<file path="config.mk">
export PLATFORM = sky130hd
export DESIGN_NAME = time_of_day_clock_with_key_set_top_flat
export DESIGN_NICKNAME = d
export VERILOG_FILES = /design/src/design/todc_pkg.sv /design/src/design/todc_item_if.sv /design/src/design/todc_result_if.sv /design/src/design/todc_cfg_if.sv /design/src/design/todc_in_stage.sv /design/src/design/todc_core.sv /design/src/design/todc_out_stage.sv /design/src/design/time_of_day_clock_with_key_set_top.sv /design/src/flat_wrapper.sv
export VERILOG_INCLUDE_DIRS = /design/src /design/src/design
export SDC_FILE = /design/constraint.sdc
export NUM_CORES = 1
export LEC_CHECK = 0
export ABC_CLOCK_PERIOD_IN_PS = 4010
export BUFFER_PORTS_ARGS = -buffer_cell sky130_fd_sc_hd__buf_4
export CAP_MARGIN = 25
export CORE_ASPECT_RATIO = 1.5
export CORE_UTILIZATION = 53
export CTS_CLUSTER_SIZE = 40
export DETAILED_ROUTE_END_ITERATION = 10
export PLACE_DENSITY = 0.87
export SKIP_LAST_GASP = 1
export SYNTH_ARGS = -nofsm -noshare
export SYNTH_HDL_FRONTEND = slang
export SYNTH_SLANG_ARGS = --single-unit
</file>
<file path="constraint.sdc">
create_clock -name clk_i -period 4.01 [get_ports clk_i]
set_clock_uncertainty 0.05 [all_clocks]
set_input_delay 0.2005 -clock clk_i [delete_from_list [all_inputs] [get_ports clk_i]]
set_output_delay 0.2005 -clock clk_i [all_outputs]
set_load 0.02 [all_outputs]
</file>
<file path="src/design/time_of_day_clock_with_key_set_top_defines.svh">
// assertion macros for the time of day clock
`ifndef TIME_OF_DAY_CLOCK_WITH_KEY_SET_TOP_DEFINES_SVH
`define TIME_OF_DAY_CLOCK_WITH_KEY_SET_TOP_DEFINES_SVH

// property checked at every clock edge outside reset
`define TODC_ASSERT(label, prop, msg) \
  label: assert property (@(posedge clk_i) disable iff (!rst_ni) prop) else $error(msg);

// condition in one cycle implies a property in the next
`define TODC_ASSERT_NEXT(label, pre, post, msg) \
  label: assert property (@(posedge clk_i) disable iff (!rst_ni) pre |=> post) else $error(msg);

`endif

</file>
<file path="src/design/todc_pkg.sv">
// types and constants of the time of day clock
`default_nettype none
package todc_pkg;

  localparam logic [7:0] TPS_RESET       = 8'd100;
  localparam logic [8:0] ZERO_RATE_LIMIT = 9'd256;
  localparam logic [6:0] SEC_LIMIT       = 7'd60;
  localparam logic [6:0] MIN_LIMIT       = 7'd60;
  localparam logic [5:0] HOUR_LIMIT      = 6'd24;
  localparam logic [6:0] HOUR_SET_LIMIT  = 7'd24;
  localparam logic [6:0] FIELD_MAX       = 7'd59;
  localparam logic [7:0] ASCII_ZERO      = 8'd48;
  localparam logic [7:0] ASCII_NINE      = 8'd57;
  localparam logic [7:0] START_KEY       = 8'h31;
  localparam logic [6:0] DIGIT_WEIGHT    = 7'd10;

  localparam logic MODE_TICK = 1'b0;
  localparam logic MODE_KEY  = 1'b1;

  typedef struct packed {
    logic       mode;
    logic [7:0] key_code;
  } item_t;

  typedef struct packed {
    logic [4:0] hours;
    logic [5:0] minutes;
    logic [5:0] seconds;
    logic [4:0] shown_hours;
    logic [5:0] shown_minutes;
    logic [5:0] shown_seconds;
    logic [1:0] entry_phase;
    logic       entry_error;
  } result_t;

  typedef struct packed {
    logic valid;
    logic advance;
  } flow_t;

endpackage
`default_nettype wire

</file>
<file path="src/design/todc_item_if.sv">
// input word channel: tick or key press
`default_nettype none
interface todc_item_if;
  logic       valid;
  logic       ready;
  logic       mode;
  logic [7:0] key_code;

  modport source (output valid, output mode, output key_code, input ready);
  modport sink (input valid, input mode, input key_code, output ready);
endinterface
`default_nettype wire

</file>
<file path="src/design/todc_result_if.sv">
// result word channel: time and entry status
`default_nettype none
interface todc_result_if;
  logic       valid;
  logic       ready;
  logic [4:0] hours;
  logic [5:0] minutes;
  logic [5:0] seconds;
  logic [4:0] shown_hours;
  logic [5:0] shown_minutes;
  logic [5:0] shown_seconds;
  logic [1:0] entry_phase;
  logic       entry_error;

  modport source (
    output valid, output hours, output minutes, output seconds,
    output shown_hours, output shown_minutes, output shown_seconds,
    output entry_phase, output entry_error, input ready
  );
  modport sink (
    input valid, input hours, input minutes, input seconds,
    input shown_hours, input shown_minutes, input shown_seconds,
    input entry_phase, input entry_error, output ready
  );
endinterface
`default_nettype wire

</file>
<file path="src/design/todc_cfg_if.sv">
// configuration write channel: ticks per second
`default_nettype none
interface todc_cfg_if;
  logic       valid;
  logic       ready;
  logic [7:0] ticks_per_second;

  modport source (output valid, output ticks_per_second, input ready);
  modport sink (input valid, input ticks_per_second, output ready);
endinterface
`default_nettype wire

</file>
<file path="src/design/todc_in_stage.sv">
// input register of the time of day clock
`default_nettype none
module todc_in_stage
  import todc_pkg::*;
(
  input  wire logic  clk_i,
  input  wire logic  rst_ni,
  todc_item_if.sink  in_i,
  input  wire logic  advance_i,
  output flow_t      flow_o,
  output item_t      item_o
);

  logic  valid_q;
  item_t item_q;
  logic  accept;

  assign in_i.ready = !valid_q || advance_i;
  assign accept     = in_i.valid && in_i.ready;

  always_ff @(posedge clk_i or negedge rst_ni) begin
    if (!rst_ni) begin
      valid_q <= 1'b0;
    end else if (in_i.ready) begin
      valid_q <= in_i.valid;
    end
  end

  always_ff @(posedge clk_i) begin
    if (accept) begin
      item_q <= '{mode: in_i.mode, key_code: in_i.key_code};
    end
  end

  assign flow_o.valid   = valid_q;
  assign flow_o.advance = valid_q && advance_i;
  assign item_o         = item_q;

endmodule
`default_nettype wire

</file>
<file path="src/design/todc_core.sv">
// clock counters, rate register and key set sequence
`default_nettype none
`include "time_of_day_clock_with_key_set_top_defines.svh"
module todc_core
  import todc_pkg::*;
(
  input  wire logic clk_i,
  input  wire logic rst_ni,
  todc_cfg_if.sink  cfg_i,
  input  flow_t     flow_i,
  input  item_t     item_i,
  output result_t   res_o
);

  typedef enum logic [1:0] {
    PH_IDLE    = 2'd0,
    PH_HOURS   = 2'd1,
    PH_MINUTES = 2'd2,
    PH_SECONDS = 2'd3
  } phase_e;

  logic [7:0] tps_q;
  logic [7:0] cnt_q, cnt_d;
  logic [5:0] second_q, second_d;
  logic [5:0] minute_q, minute_d;
  logic [4:0] hour_q, hour_d;
  phase_e     phase_q, phase_d;
  logic       have_q, have_d;
  logic [3:0] first_q, first_d;

  logic       step;
  logic       err;
  logic       bad;
  logic       is_digit;
  logic [8:0] limit;
  logic [8:0] cnt_next;
  logic [6:0] sec_w;
  logic [6:0] min_w;
  logic [5:0] hour_w;
  logic [7:0] digit_w;
  logic [6:0] value;

  assign step        = flow_i.advance;
  assign cfg_i.ready = 1'b1;

  assign limit    = (tps_q == 8'd0) ? ZERO_RATE_LIMIT : {1'b0, tps_q};
  assign cnt_next = {1'b0, cnt_q} + 9'd1;
  assign is_digit = (item_i.key_code >= ASCII_ZERO) && (item_i.key_code <= ASCII_NINE);
  assign digit_w  = item_i.key_code - ASCII_ZERO;
  assign value    = {3'b000, first_q} * DIGIT_WEIGHT + {3'b000, digit_w[3:0]};

  always_comb begin
    cnt_d    = cnt_q;
    second_d = second_q;
    minute_d = minute_q;
    hour_d   = hour_q;
    phase_d  = phase_q;
    have_d   = have_q;
    first_d  = first_q;
    err      = 1'b0;
    bad      = 1'b0;
    sec_w    = {1'b0, second_q};
    min_w    = {1'b0, minute_q};
    hour_w   = {1'b0, hour_q};
    if (step) begin
      if (item_i.mode == MODE_TICK) begin
        if (cnt_next >= limit) begin
          cnt_d = 8'd0;
          sec_w = sec_w + 7'd1;
        end else begin
          cnt_d = cnt_next[7:0];
        end
        if (sec_w >= SEC_LIMIT) begin
          sec_w = 7'd0;
          min_w = min_w + 7'd1;
        end
        if (min_w >= MIN_LIMIT) begin
          min_w  = 7'd0;
          hour_w = hour_w + 6'd1;
        end
        if (hour_w >= HOUR_LIMIT) begin
          hour_w = 6'd0;
        end
        second_d = sec_w[5:0];
        minute_d = min_w[5:0];
        hour_d   = hour_w[4:0];
      end else begin
        case (phase_q)
          PH_IDLE: begin
            if (item_i.key_code == START_KEY) begin
              phase_d = PH_HOURS;
              have_d  = 1'b0;
              first_d = 4'd0;
            end
          end
          default: begin
            if (!is_digit) begin
              phase_d = PH_IDLE;
              have_d  = 1'b0;
              err     = 1'b1;
            end else if (!have_q) begin
              first_d = digit_w[3:0];
              have_d  = 1'b1;
            end else begin
              have_d = 1'b0;
              case (phase_q)
                PH_HOURS: begin
                  if (value == HOUR_SET_LIMIT) begin
                    hour_d = 5'd0;
                  end else if (value > HOUR_SET_LIMIT) begin
                    bad = 1'b1;
                  end else begin
                    hour_d = value[4:0];
                  end
                end
                PH_MINUTES: begin
                  if (value > FIELD_MAX) begin
                    bad = 1'b1;
                  end else begin
                    minute_d = value[5:0];
                  end
                end
                default: begin
                  if (value > FIELD_MAX) begin
                    bad = 1'b1;
                  end else begin
                    second_d = value[5:0];
                  end
                end
              endcase
              err = bad;
              if (bad) begin
                phase_d = PH_IDLE;
              end else begin
                case (phase_q)
                  PH_HOURS:   phase_d = PH_MINUTES;
                  PH_MINUTES: phase_d = PH_SECONDS;
                  default:    phase_d = PH_IDLE;
                endcase
              end
            end
          end
        endcase
      end
    end
  end

  always_ff @(posedge clk_i or negedge rst_ni) begin
    if (!rst_ni) begin
      tps_q    <= TPS_RESET;
      cnt_q    <= 8'd0;
      second_q <= 6'd0;
      minute_q <= 6'd0;
      hour_q   <= 5'd0;
      phase_q  <= PH_IDLE;
      have_q   <= 1'b0;
      first_q  <= 4'd0;
    end else begin
      if (cfg_i.valid) begin
        tps_q <= cfg_i.ticks_per_second;
      end
      cnt_q    <= cnt_d;
      second_q <= second_d;
      minute_q <= minute_d;
      hour_q   <= hour_d;
      phase_q  <= phase_d;
      have_q   <= have_d;
      first_q  <= first_d;
    end
  end

  always_comb begin
    res_o.hours         = hour_d;
    res_o.minutes       = minute_d;
    res_o.seconds       = second_d;
    res_o.shown_hours   = (phase_d == PH_HOURS) ? 5'd0 : hour_d;
    res_o.shown_minutes = (phase_d == PH_HOURS || phase_d == PH_MINUTES) ? 6'd0 : minute_d;
    res_o.shown_seconds = (phase_d != PH_IDLE) ? 6'd0 : second_d;
    res_o.entry_phase   = phase_d;
    res_o.entry_error   = err;
  end

  `TODC_ASSERT(a_time_range, hour_q < 5'd24 && minute_q < 6'd60 && second_q < 6'd60, "time out of range")
  `TODC_ASSERT(a_idle_no_digit, phase_q == PH_IDLE |-> !have_q, "digit held in idle")
  `TODC_ASSERT(a_err_to_idle, err |-> step && phase_d == PH_IDLE, "error without return to idle")
  `TODC_ASSERT_NEXT(a_hold_state, !step, $stable(hour_q) && $stable(minute_q) && $stable(second_q) && $stable(phase_q) && $stable(cnt_q), "state moved without a word")

endmodule
`default_nettype wire

</file>
<file path="src/design/todc_out_stage.sv">
// result register of the time of day clock
`default_nettype none
module todc_out_stage
  import todc_pkg::*;
(
  input  wire logic    clk_i,
  input  wire logic    rst_ni,
  input  flow_t        flow_i,
  input  result_t      res_i,
  output logic         advance_o,
  todc_result_if.source out_o
);

  logic    valid_q;
  result_t res_q;

  assign advance_o = !valid_q || out_o.ready;

  always_ff @(posedge clk_i or negedge rst_ni) begin
    if (!rst_ni) begin
      valid_q <= 1'b0;
    end else if (advance_o) begin
      valid_q <= flow_i.valid;
    end
  end

  always_ff @(posedge clk_i) begin
    if (flow_i.advance) begin
      res_q <= res_i;
    end
  end

  assign out_o.valid         = valid_q;
  assign out_o.hours         = res_q.hours;
  assign out_o.minutes       = res_q.minutes;
  assign out_o.seconds       = res_q.seconds;
  assign out_o.shown_hours   = res_q.shown_hours;
  assign out_o.shown_minutes = res_q.shown_minutes;
  assign out_o.shown_seconds = res_q.shown_seconds;
  assign out_o.entry_phase   = res_q.entry_phase;
  assign out_o.entry_error   = res_q.entry_error;

endmodule
`default_nettype wire

</file>
<file path="src/design/time_of_day_clock_with_key_set_top.sv">
// time of day clock with keypad set: top level
// usage:
//   in_i carries one word per tick or key press (mode 0 tick, mode 1 key,
//   key_code ascii). out_o returns exactly one result word per input word:
//   current time, blanked display fields, entry phase and error flag.
//   cfg_i writes ticks_per_second (always ready); write it only while idle.
// path: an accepted word goes through the input register, then the update
//   logic into the result register.
// throughput: one word per cycle while out_o.ready is high; the state
//   update is one pass of counter and digit logic between both registers.
// reset: time 00:00:00, prescaler cleared, entry idle, rate 100 ticks.
// stall: while out_o.ready is low the result is held and one more word
//   can sit in the input register; in_i.ready drops once both are full.
`default_nettype none
module time_of_day_clock_with_key_set_top
  import todc_pkg::*;
(
  input  wire logic     clk_i,
  input  wire logic     rst_ni,
  todc_cfg_if.sink      cfg_i,
  todc_item_if.sink     in_i,
  todc_result_if.source out_o
);

  flow_t   flow;
  item_t   item;
  result_t res;
  logic    advance;

  todc_in_stage u_in_stage (
    .clk_i     (clk_i),
    .rst_ni    (rst_ni),
    .in_i      (in_i),
    .advance_i (advance),
    .flow_o    (flow),
    .item_o    (item)
  );

  todc_core u_core (
    .clk_i  (clk_i),
    .rst_ni (rst_ni),
    .cfg_i  (cfg_i),
    .flow_i (flow),
    .item_i (item),
    .res_o  (res)
  );

  todc_out_stage u_out_stage (
    .clk_i     (clk_i),
    .rst_ni    (rst_ni),
    .flow_i    (flow),
    .res_i     (res),
    .advance_o (advance),
    .out_o     (out_o)
  );

endmodule
`default_nettype wire
</file>
<file path="src/flat_wrapper.sv">
// flat-port wrapper written by rule: the top's interface ports become plain ports
module time_of_day_clock_with_key_set_top_flat import todc_pkg::*;
  (clk_i, rst_ni, cfg_i_valid, cfg_i_ticks_per_second, cfg_i_ready, in_i_valid, in_i_mode, in_i_key_code, in_i_ready, out_o_valid, out_o_hours, out_o_minutes, out_o_seconds, out_o_shown_hours, out_o_shown_minutes, out_o_shown_seconds, out_o_entry_phase, out_o_entry_error, out_o_ready);
  todc_cfg_if cfg_i_i ();
  todc_item_if in_i_i ();
  todc_result_if out_o_i ();
  input  wire logic clk_i;
  input  wire logic rst_ni;
  input wire logic [$bits(cfg_i_i.valid)-1:0] cfg_i_valid;
  input wire logic [$bits(cfg_i_i.ticks_per_second)-1:0] cfg_i_ticks_per_second;
  output wire logic [$bits(cfg_i_i.ready)-1:0] cfg_i_ready;
  input wire logic [$bits(in_i_i.valid)-1:0] in_i_valid;
  input wire logic [$bits(in_i_i.mode)-1:0] in_i_mode;
  input wire logic [$bits(in_i_i.key_code)-1:0] in_i_key_code;
  output wire logic [$bits(in_i_i.ready)-1:0] in_i_ready;
  output wire logic [$bits(out_o_i.valid)-1:0] out_o_valid;
  output wire logic [$bits(out_o_i.hours)-1:0] out_o_hours;
  output wire logic [$bits(out_o_i.minutes)-1:0] out_o_minutes;
  output wire logic [$bits(out_o_i.seconds)-1:0] out_o_seconds;
  output wire logic [$bits(out_o_i.shown_hours)-1:0] out_o_shown_hours;
  output wire logic [$bits(out_o_i.shown_minutes)-1:0] out_o_shown_minutes;
  output wire logic [$bits(out_o_i.shown_seconds)-1:0] out_o_shown_seconds;
  output wire logic [$bits(out_o_i.entry_phase)-1:0] out_o_entry_phase;
  output wire logic [$bits(out_o_i.entry_error)-1:0] out_o_entry_error;
  input wire logic [$bits(out_o_i.ready)-1:0] out_o_ready;
  assign cfg_i_i.valid = cfg_i_valid;
  assign cfg_i_i.ticks_per_second = cfg_i_ticks_per_second;
  assign cfg_i_ready = cfg_i_i.ready;
  assign in_i_i.valid = in_i_valid;
  assign in_i_i.mode = in_i_mode;
  assign in_i_i.key_code = in_i_key_code;
  assign in_i_ready = in_i_i.ready;
  assign out_o_valid = out_o_i.valid;
  assign out_o_hours = out_o_i.hours;
  assign out_o_minutes = out_o_i.minutes;
  assign out_o_seconds = out_o_i.seconds;
  assign out_o_shown_hours = out_o_i.shown_hours;
  assign out_o_shown_minutes = out_o_i.shown_minutes;
  assign out_o_shown_seconds = out_o_i.shown_seconds;
  assign out_o_entry_phase = out_o_i.entry_phase;
  assign out_o_entry_error = out_o_i.entry_error;
  assign out_o_i.ready = out_o_ready;
  time_of_day_clock_with_key_set_top u_core (.clk_i(clk_i), .rst_ni(rst_ni), .cfg_i(cfg_i_i), .in_i(in_i_i), .out_o(out_o_i));
endmodule
</file>
After elaboration in Yosys (flattened, before gate mapping)
Index checks and enable logic that the tools add are counted.
{ "classes": {"n_addsub": 6, "multipliers": 1, "n_lt_le_gt_ge": 8, "eq_ne": 8, "mux": 63, "bitwise_logic": 1, "reduce_logical": 17} }
{ "ops": {"columns": ["operator", "n"], "rows": [
  ["6-bit two-way mux", 19],
  ["5-bit two-way mux", 9],
  ["7-bit two-way mux", 6],
  ["4-bit two-way mux", 4],
  ["1-bit two-way mux", 15],
  ["6-bit by 1-bit adder with 7-bit output, second input constant", 2],
  ["7-bit by 6-bit >= comparator with 1-bit output, second input constant", 2],
  ["2-bit two-way mux", 7],
  ["8-bit by 1-bit adder with 9-bit output, second input constant", 1],
  ["9-bit >= comparator", 1],
  ["9-bit two-way mux", 1],
  ["8-bit by 6-bit == test with 1-bit output, second input constant", 1],
  ["8-bit by 6-bit >= comparator with 1-bit output, second input constant", 1],
  ["8-bit by 6-bit less-or-equal comparator with 1-bit output, second input constant", 1],
  ["8-bit zero test", 1],
  ["8-bit two-way mux", 1],
  ["7-bit by 4-bit adder with 7-bit output", 1],
  ["7-bit by 5-bit == test with 1-bit output, second input constant", 1],
  ["7-bit by 5-bit > comparator with 1-bit output, second input constant", 1],
  ["7-bit by 6-bit > comparator with 1-bit output, second input constant", 1],
  ["5-bit by 1-bit adder with 6-bit output, second input constant", 1],
  ["6-bit by 5-bit >= comparator with 1-bit output, second input constant", 1],
  ["4-bit by 3-bit multiplier with 6-bit output, second input constant", 1],
  ["5-bit AND reduction", 1],
  ["other kinds (15)", 24]
]} }
{ "word_totals": {"register_bits": 88, "input_bits": 22, "out_inout_bits": 40, "wordCells": 124} }

Longest topological paths before layout
{ "logic_depth": {"ltp_word": 19, "depth_mapped": 16, "depth_no_buf": 15} }

Cells and area by module
Synthesis repeated with hierarchy kept, for this count alone.
{ "hier_totals": {"hier_cells": 479, "area_unflattened_um2": 4873.4} }
{ "modules_own_cells": {"columns": ["module", "n_inst", "cells_per_inst", "area_each_um2", "seq_area_each_um2"], "rows": [
  ["todc_core", 1, 424, 3377.0, 1004.7],
  ["todc_out_stage", 1, 40, 1158.6, 1136.1],
  ["todc_in_stage", 1, 15, 337.8, 295.3]
]} }

Worst setup path before layout
No wires, ideal clock.
{ "synth_timing": {"path_type": "reg-to-reg", "startpoint": "register u_core.u_core.cnt_q[0]", "endpoint": "register u_core.u_out_stage.res_q, in the netlist u_core.u_out_stage.out_o.shown_hours[1], data pin", "setup_ps": 255, "arrival_time_ps": 3543, "required_time_ps": 3705, "setup_slack_ps": 162, "path_stages_with_launch": 16, "n_path_buf": 0, "synth_period_minus_slack_ps": 3848, "path_cell_list": "dfrtp_1 -> ha_1 -> nand3_1 -> nor2_1 -> xor2_1 -> ha_1 -> a21oi_1 -> o21ai_1 -> a211o_2 -> a21oi_2 -> o211ai_4 -> a2111oi_4 -> o211a_1 -> o31ai_1 -> a221o_1 -> and2_1"} }
{ "synth_lines": {"columns": ["item", "line_no", "rtl"], "rows": [
  ["start: declaration", "todc_core.sv:23", "logic [7:0] cnt_q, cnt_d;"],
  ["start signal: assignment", "todc_core.sv:162", "cnt_q <= cnt_d;"],
  ["end signal: assignment", "todc_out_stage.sv:29", "res_q <= res_i;"],
  ["end: declaration", "todc_out_stage.sv:15", "result_t res_q;"]
]} }

Worst setup path in the final report
{ "layout_timing": {"startpoint": "register u_core.u_core.cnt_q[1]", "endpoint": "register u_core.u_out_stage.res_q, in the netlist u_core.u_out_stage.out_o.shown_hours[3], data pin"} }
{ "layout_via": {"elab_chain_len": 17} }
{ "layout_rtl": {"columns": ["item", "line_no", "rtl"], "rows": [
  ["8-bit by 1-bit adder with 9-bit output (*)", "todc_core.sv:47", "assign cnt_next = {1'b0, cnt_q} + 9'd1;"],
  ["9-bit >= comparator (*)", "todc_core.sv:67", "if (cnt_next >= limit) begin"],
  ["7-bit two-way mux (*)", "todc_core.sv:67", null],
  ["7-bit two-way mux (*)", "todc_core.sv:66", "if (item_i.mode == MODE_TICK) begin"],
  ["7-bit two-way mux (*)", "todc_core.sv:65", "if (step) begin"],
  ["7-bit by 6-bit >= comparator with 1-bit output (*)", "todc_core.sv:73", "if (sec_w >= SEC_LIMIT) begin"],
  ["7-bit two-way mux (*)", "todc_core.sv:73", null],
  ["7-bit two-way mux (*)", "todc_core.sv:66", null],
  ["7-bit two-way mux (*)", "todc_core.sv:65", null],
  ["7-bit by 6-bit >= comparator with 1-bit output (*)", "todc_core.sv:77", "if (min_w >= MIN_LIMIT) begin"],
  ["6-bit two-way mux (*)", "todc_core.sv:77", null],
  ["6-bit two-way mux (*)", "todc_core.sv:66", null],
  ["6-bit two-way mux (*)", "todc_core.sv:65", null],
  ["6-bit by 5-bit >= comparator with 1-bit output", "todc_core.sv:81", "if (hour_w >= HOUR_LIMIT) begin"],
  ["5-bit two-way mux (*)", "todc_core.sv:81", null],
  ["5-bit two-way mux (*)", "todc_core.sv:66", null],
  ["5-bit two-way mux (*)", "todc_core.sv:65", null]
]} }
Every way passes the cells marked *; elsewhere a longest branch is shown, timed or not. The select of a mux whose other input is x is not followed.
A chain may end at the register's enable or synchronous reset.

==> run summary <==
Status - finished, violations left
Failing checks - negative setup slack
Synth top area cells - edfxtp_1 (28%), dfrtp_1 (20%), ha_1 (6.4%)
All-Layer GR Usage - 0.2733
Clk buf depth - 2
Initial Util - 0.5483
RSZ-0062 raised after global routing - true
Die ar. - 9583 um^2
IO Pins - 62
Worst slew pin tran - 0.8130 ns
Max_cap viols - 0
Final setup viols - 8
Pre-CTS WS - -0.01312 ns
Setup crit end kind - register
Synth top area share - 0.2837
DIE WIDTH - 80.27 um
Setup CP Type - reg -> reg
Highest metal used - met4
Yosys cell types - 71
Final setup margin - -0.08104 ns
Global-route wire length before repair - 19.62 mm
Period utilization - 1.020
WP buf/inv - 0
Core Area - 8881 um^2
Clock net sink count - 88
Synthesized area per cell - 10.49 um^2
Tmin final - 4.091 ns
Final HPWL DP - 8.422 mm
Largest net degree at the start of global routing - 43
Hold WC Path Type - in -> reg
Clock network power share - 0.336
Met3 wire len - 599 um
Post-synth ARST share - 0.4773
Worst slew margin - 0.4530
Sw frac - 0.2999
Vias in the first global route - 4,225
WP data required - 4.05 ns
Critical Path Fanout Max - 6
Comb pwr share - 0.239
GP Congestion - 0.8980
Synth Instances - 464
Buffers on Ports - 60
CTS tree - done
Post-route ant nets - 0
Cells along the critical path - ha_1 -> nand3_1 -> nor2_2 -> xor2_1 -> ha_1 -> nand4_1 -> nor2_4 -> a211o_4 -> a21o_1 -> a2111oi_4 -> nor3b_2 -> o211a_4 -> o211ai_1 -> a311oi_2 -> o311a_1
Fraction of layout instances using a drive strength above 1 - 0.2583
Mapped Nets - 513
Sequential share of the synthesized area - 0.5003
Mapped cell area - 4870 um^2
Final Net Count - 617
P&R area growth vs syn - 28.37%
DR pass1 iterations - 8
Die Span Y - 119.4 um
Final hold viol count - 0
DR iter-0 viols - 334
Cell total after placement - 648
P_sw - 792.8 uW
TritonCTS Buffers - 9
Post-route insts no fill - 683
Synth warnings - 0
CP top delay family - compound AO/OA/AOI/OAI gates
H-tree depth - 3
# diodes - 0
Slowest library cell on the worst path - dfrtp_1
Critical Path Start Type - register
Via density - 6.142
VDD IR max - 0.2848 mV
DR WL/cell - 18.39 um
Pwr Density - 422.9 nW/um^2
Final count of pins violating max slew - 0
WL met2 - 6.892 mm
Power Internal - 1.851 mW
Clk Latency, worst-skew pair - 0.35 ns
Vias - 4,195
Most used DFF post-synth - edfxtp_1
Sequential cell fraction of total power - 0.424
Most common cell on crit path - ha_1
Rows - 42
DRT met1 WL - 4.435 mm
Seq cells post-synth - 88
Fill count - 612
Remaining Overflow, GRT - 0
# DRC - 0
Max stage delay on crit path - 0.39 ns
Clock Root Buffer - clkbuf_16
Maximum clock frequency - 244.4 MHz
Worst EP arrival - 4.14 ns
Leading area contributor after synthesis - edfxtp_1
Final Power - 2.644 mW
Post-synth EDFFs - 46
Initial antenna violation count - 0
Register clock-pin slew on the reported worst setup and hold paths - 0.07 ns
DRT Wirelength - 12.56 mm
Pleak - 2.705 nW
==> final timing paths <==
| check | startpoint | endpoint | slack, ns | cells past startpoint |
|---|---|---|---|---|
| max | u_core.u_core.cnt_q[1]$_DFFE_PN0P_ | u_core.u_out_stage.out_o.shown_hours[3]$_SDFFCE_PN0P_ | -0.08 | 15 |
| min | cfg_i_ticks_per_second[2] | u_core.u_core.tps_q[2]$_DFFE_PN1P_ | 0.01 | 3 |
| max reg2reg | u_core.u_core.cnt_q[1]$_DFFE_PN0P_ | u_core.u_out_stage.out_o.shown_hours[3]$_SDFFCE_PN0P_ | -0.08 | 15 |
| min reg2reg | u_core.u_in_stage.valid_q$_DFFE_PN0N_ | u_core.u_out_stage.out_o.valid$_DFFE_PN0P_ | 0.46 | 1 |
| max in group asynchronous | rst_ni | u_core.u_core.second_q[0]$_DFF_PN0_ | 3.17 | 2 |
| min in group asynchronous | rst_ni | u_core.u_core.cnt_q[5]$_DFFE_PN0P_ | 0.34 | 2 |
==> state kept, by name, summed over array words and instances (netlist names) <==
register / cells
u_core.u_out_stage.out_o.seconds: 6
u_core.u_core.second_q: 6
u_core.u_in_stage.item_o: 9
u_core.u_out_stage.out_o.hours: 5
u_core.u_core.have_q: 1
u_core.u_out_stage.out_o.minutes: 6
u_core.u_core.tps_q: 8
u_core.u_out_stage.out_o.entry_phase: 2
u_core.u_out_stage.out_o.shown_hours: 5
u_core.u_out_stage.out_o.entry_error: 1
u_core.u_core.phase_q: 2
u_core.u_out_stage.out_o.shown_seconds: 6
u_core.u_core.first_q: 4
u_core.u_core.minute_q: 6
u_core.u_out_stage.out_o.shown_minutes: 6
u_core.u_in_stage.valid_q: 1
u_core.u_out_stage.out_o.valid: 1
u_core.u_core.hour_q: 5
u_core.u_core.cnt_q: 8
==> Yosys cell counts, drive strengths merged, types with 6 or more instances <==
cell	count
dfrtp	39
nor2	23
nand3	19
inv	19
o211ai	7
and2	17
o21ai	33
nor4	7
nor3	6
ha	25
nand2b	7
a21o	7
edfxtp	46
and3	9
a21oi	21
a22o	6
xnor2	8
nand2	76
==> metrics by stage <==
stage | cell area (um^2) | hold WS, ns | utilization | setup TNS (ns)
final | 6251 | 0.01294 | 0.7039 | -0.3328
after global routing | 6251 | 0.01392 | 0.7039 | -3.334
after CTS | 6021 | 0.01027 | 0.6779 | 0
after detailed placement | 5574 | 0.1854 | 0.6276 | -0.01312
after global placement | 5574 | 0.1716 | 0.6276 | 0
after floorplan | 4870 | -0.1451 | - | 0
==> placed cells by master, fill, tap and decap left out, types with 9 or more instances in the layout <==
| cell type | instances |
|---|---|
| buf_4 | 89 |
| dlygate4sd3_1 | 11 |
| nand3_1 | 18 |
| o21ai_0 | 29 |
| and2_1 | 17 |
| nor2_1 | 21 |
| nand2_1 | 75 |
| a21oi_1 | 15 |
| clkbuf_16 | 9 |
| edfxtp_1 | 46 |
| inv_1 | 19 |
| dfrtp_1 | 39 |
| ha_1 | 25 |
==> cell families (layout without fill, tap and decap cells) <==
family                     Yosys count  after routing  share of synthesized area
other                                1              1                  0.0007701
AOI/OAI and AO/OA                  115            116                     0.1755
buffers and inverters               28            136                    0.02621
xor gates and xnor gates            12             12                    0.02158
and+or+nand+nor                    188            188                     0.1927
adders and majority gates           27             27                    0.07246
muxes                                5              5                    0.01053
DFF                                 88             88                     0.5003
==> final cells by class <==
class / count / area, um^2 / area share
multi-input combinational: 349 / 2504 / 0.4005
sequential: 88 / 2436 / 0.3897
timing repair buffer: 101 / 789.5 / 0.1263
clock buffer: 10 / 229.0 / 0.03663
tap: 110 / 137.6 / 0.02202
clock inverter: 6 / 83.83 / 0.01341
inverter: 19 / 71.32 / 0.01141
==> power groups by stage <==
| stage | clock network [mW] | logic [mW] | registers, mW |
|---|---|---|---|
| floorplan | 0 | 0.308 | 1.16 |
| global placement | 0 | 0.541 | 1.13 |
| detailed placement | 0 | 0.560 | 1.13 |
| CTS | 0.894 | 0.582 | 1.12 |
| global route | 0.934 | 0.689 | 1.13 |
| finish | 0.889 | 0.633 | 1.12 |
==> worst register-to-register path, stage by stage (launching register included) <==
cell and delay [ns]:
dfrtp_1 0.39, ha_1 0.19, nand3_1 0.15, nor2_2 0.19, xor2_1 0.21, ha_1 0.29, nand4_1 0.23, nor2_4 0.08
a211o_4 0.38, a21o_1 0.23, a2111oi_4 0.31, nor3b_2 0.13, o211a_4 0.30, o211ai_1 0.22, a311oi_2 0.15, o311a_1 0.36
==> routing by layer <==
| metal | vias to the layer above | track usage |
|---|---|---|
| met5 | - | 0 |
| li1 | 1927 | - |
| met4 | 0 | 0.1808 |
| met1 | 2043 | 0.2757 |
| met3 | 50 | 0.06054 |
| met2 | 175 | 0.4882 |
==> timing repair <==
action	4_1_cts	5_1_grt
endpoints found under the setup margin	13	41
gates cloned	1	0
resized for setup	3	37
hold buffers	11	0
pin swaps	5	17
endpoints found under the hold margin	49	0
setup buffers	0	7
Note: power is estimated with default switching activity, not from simulation.
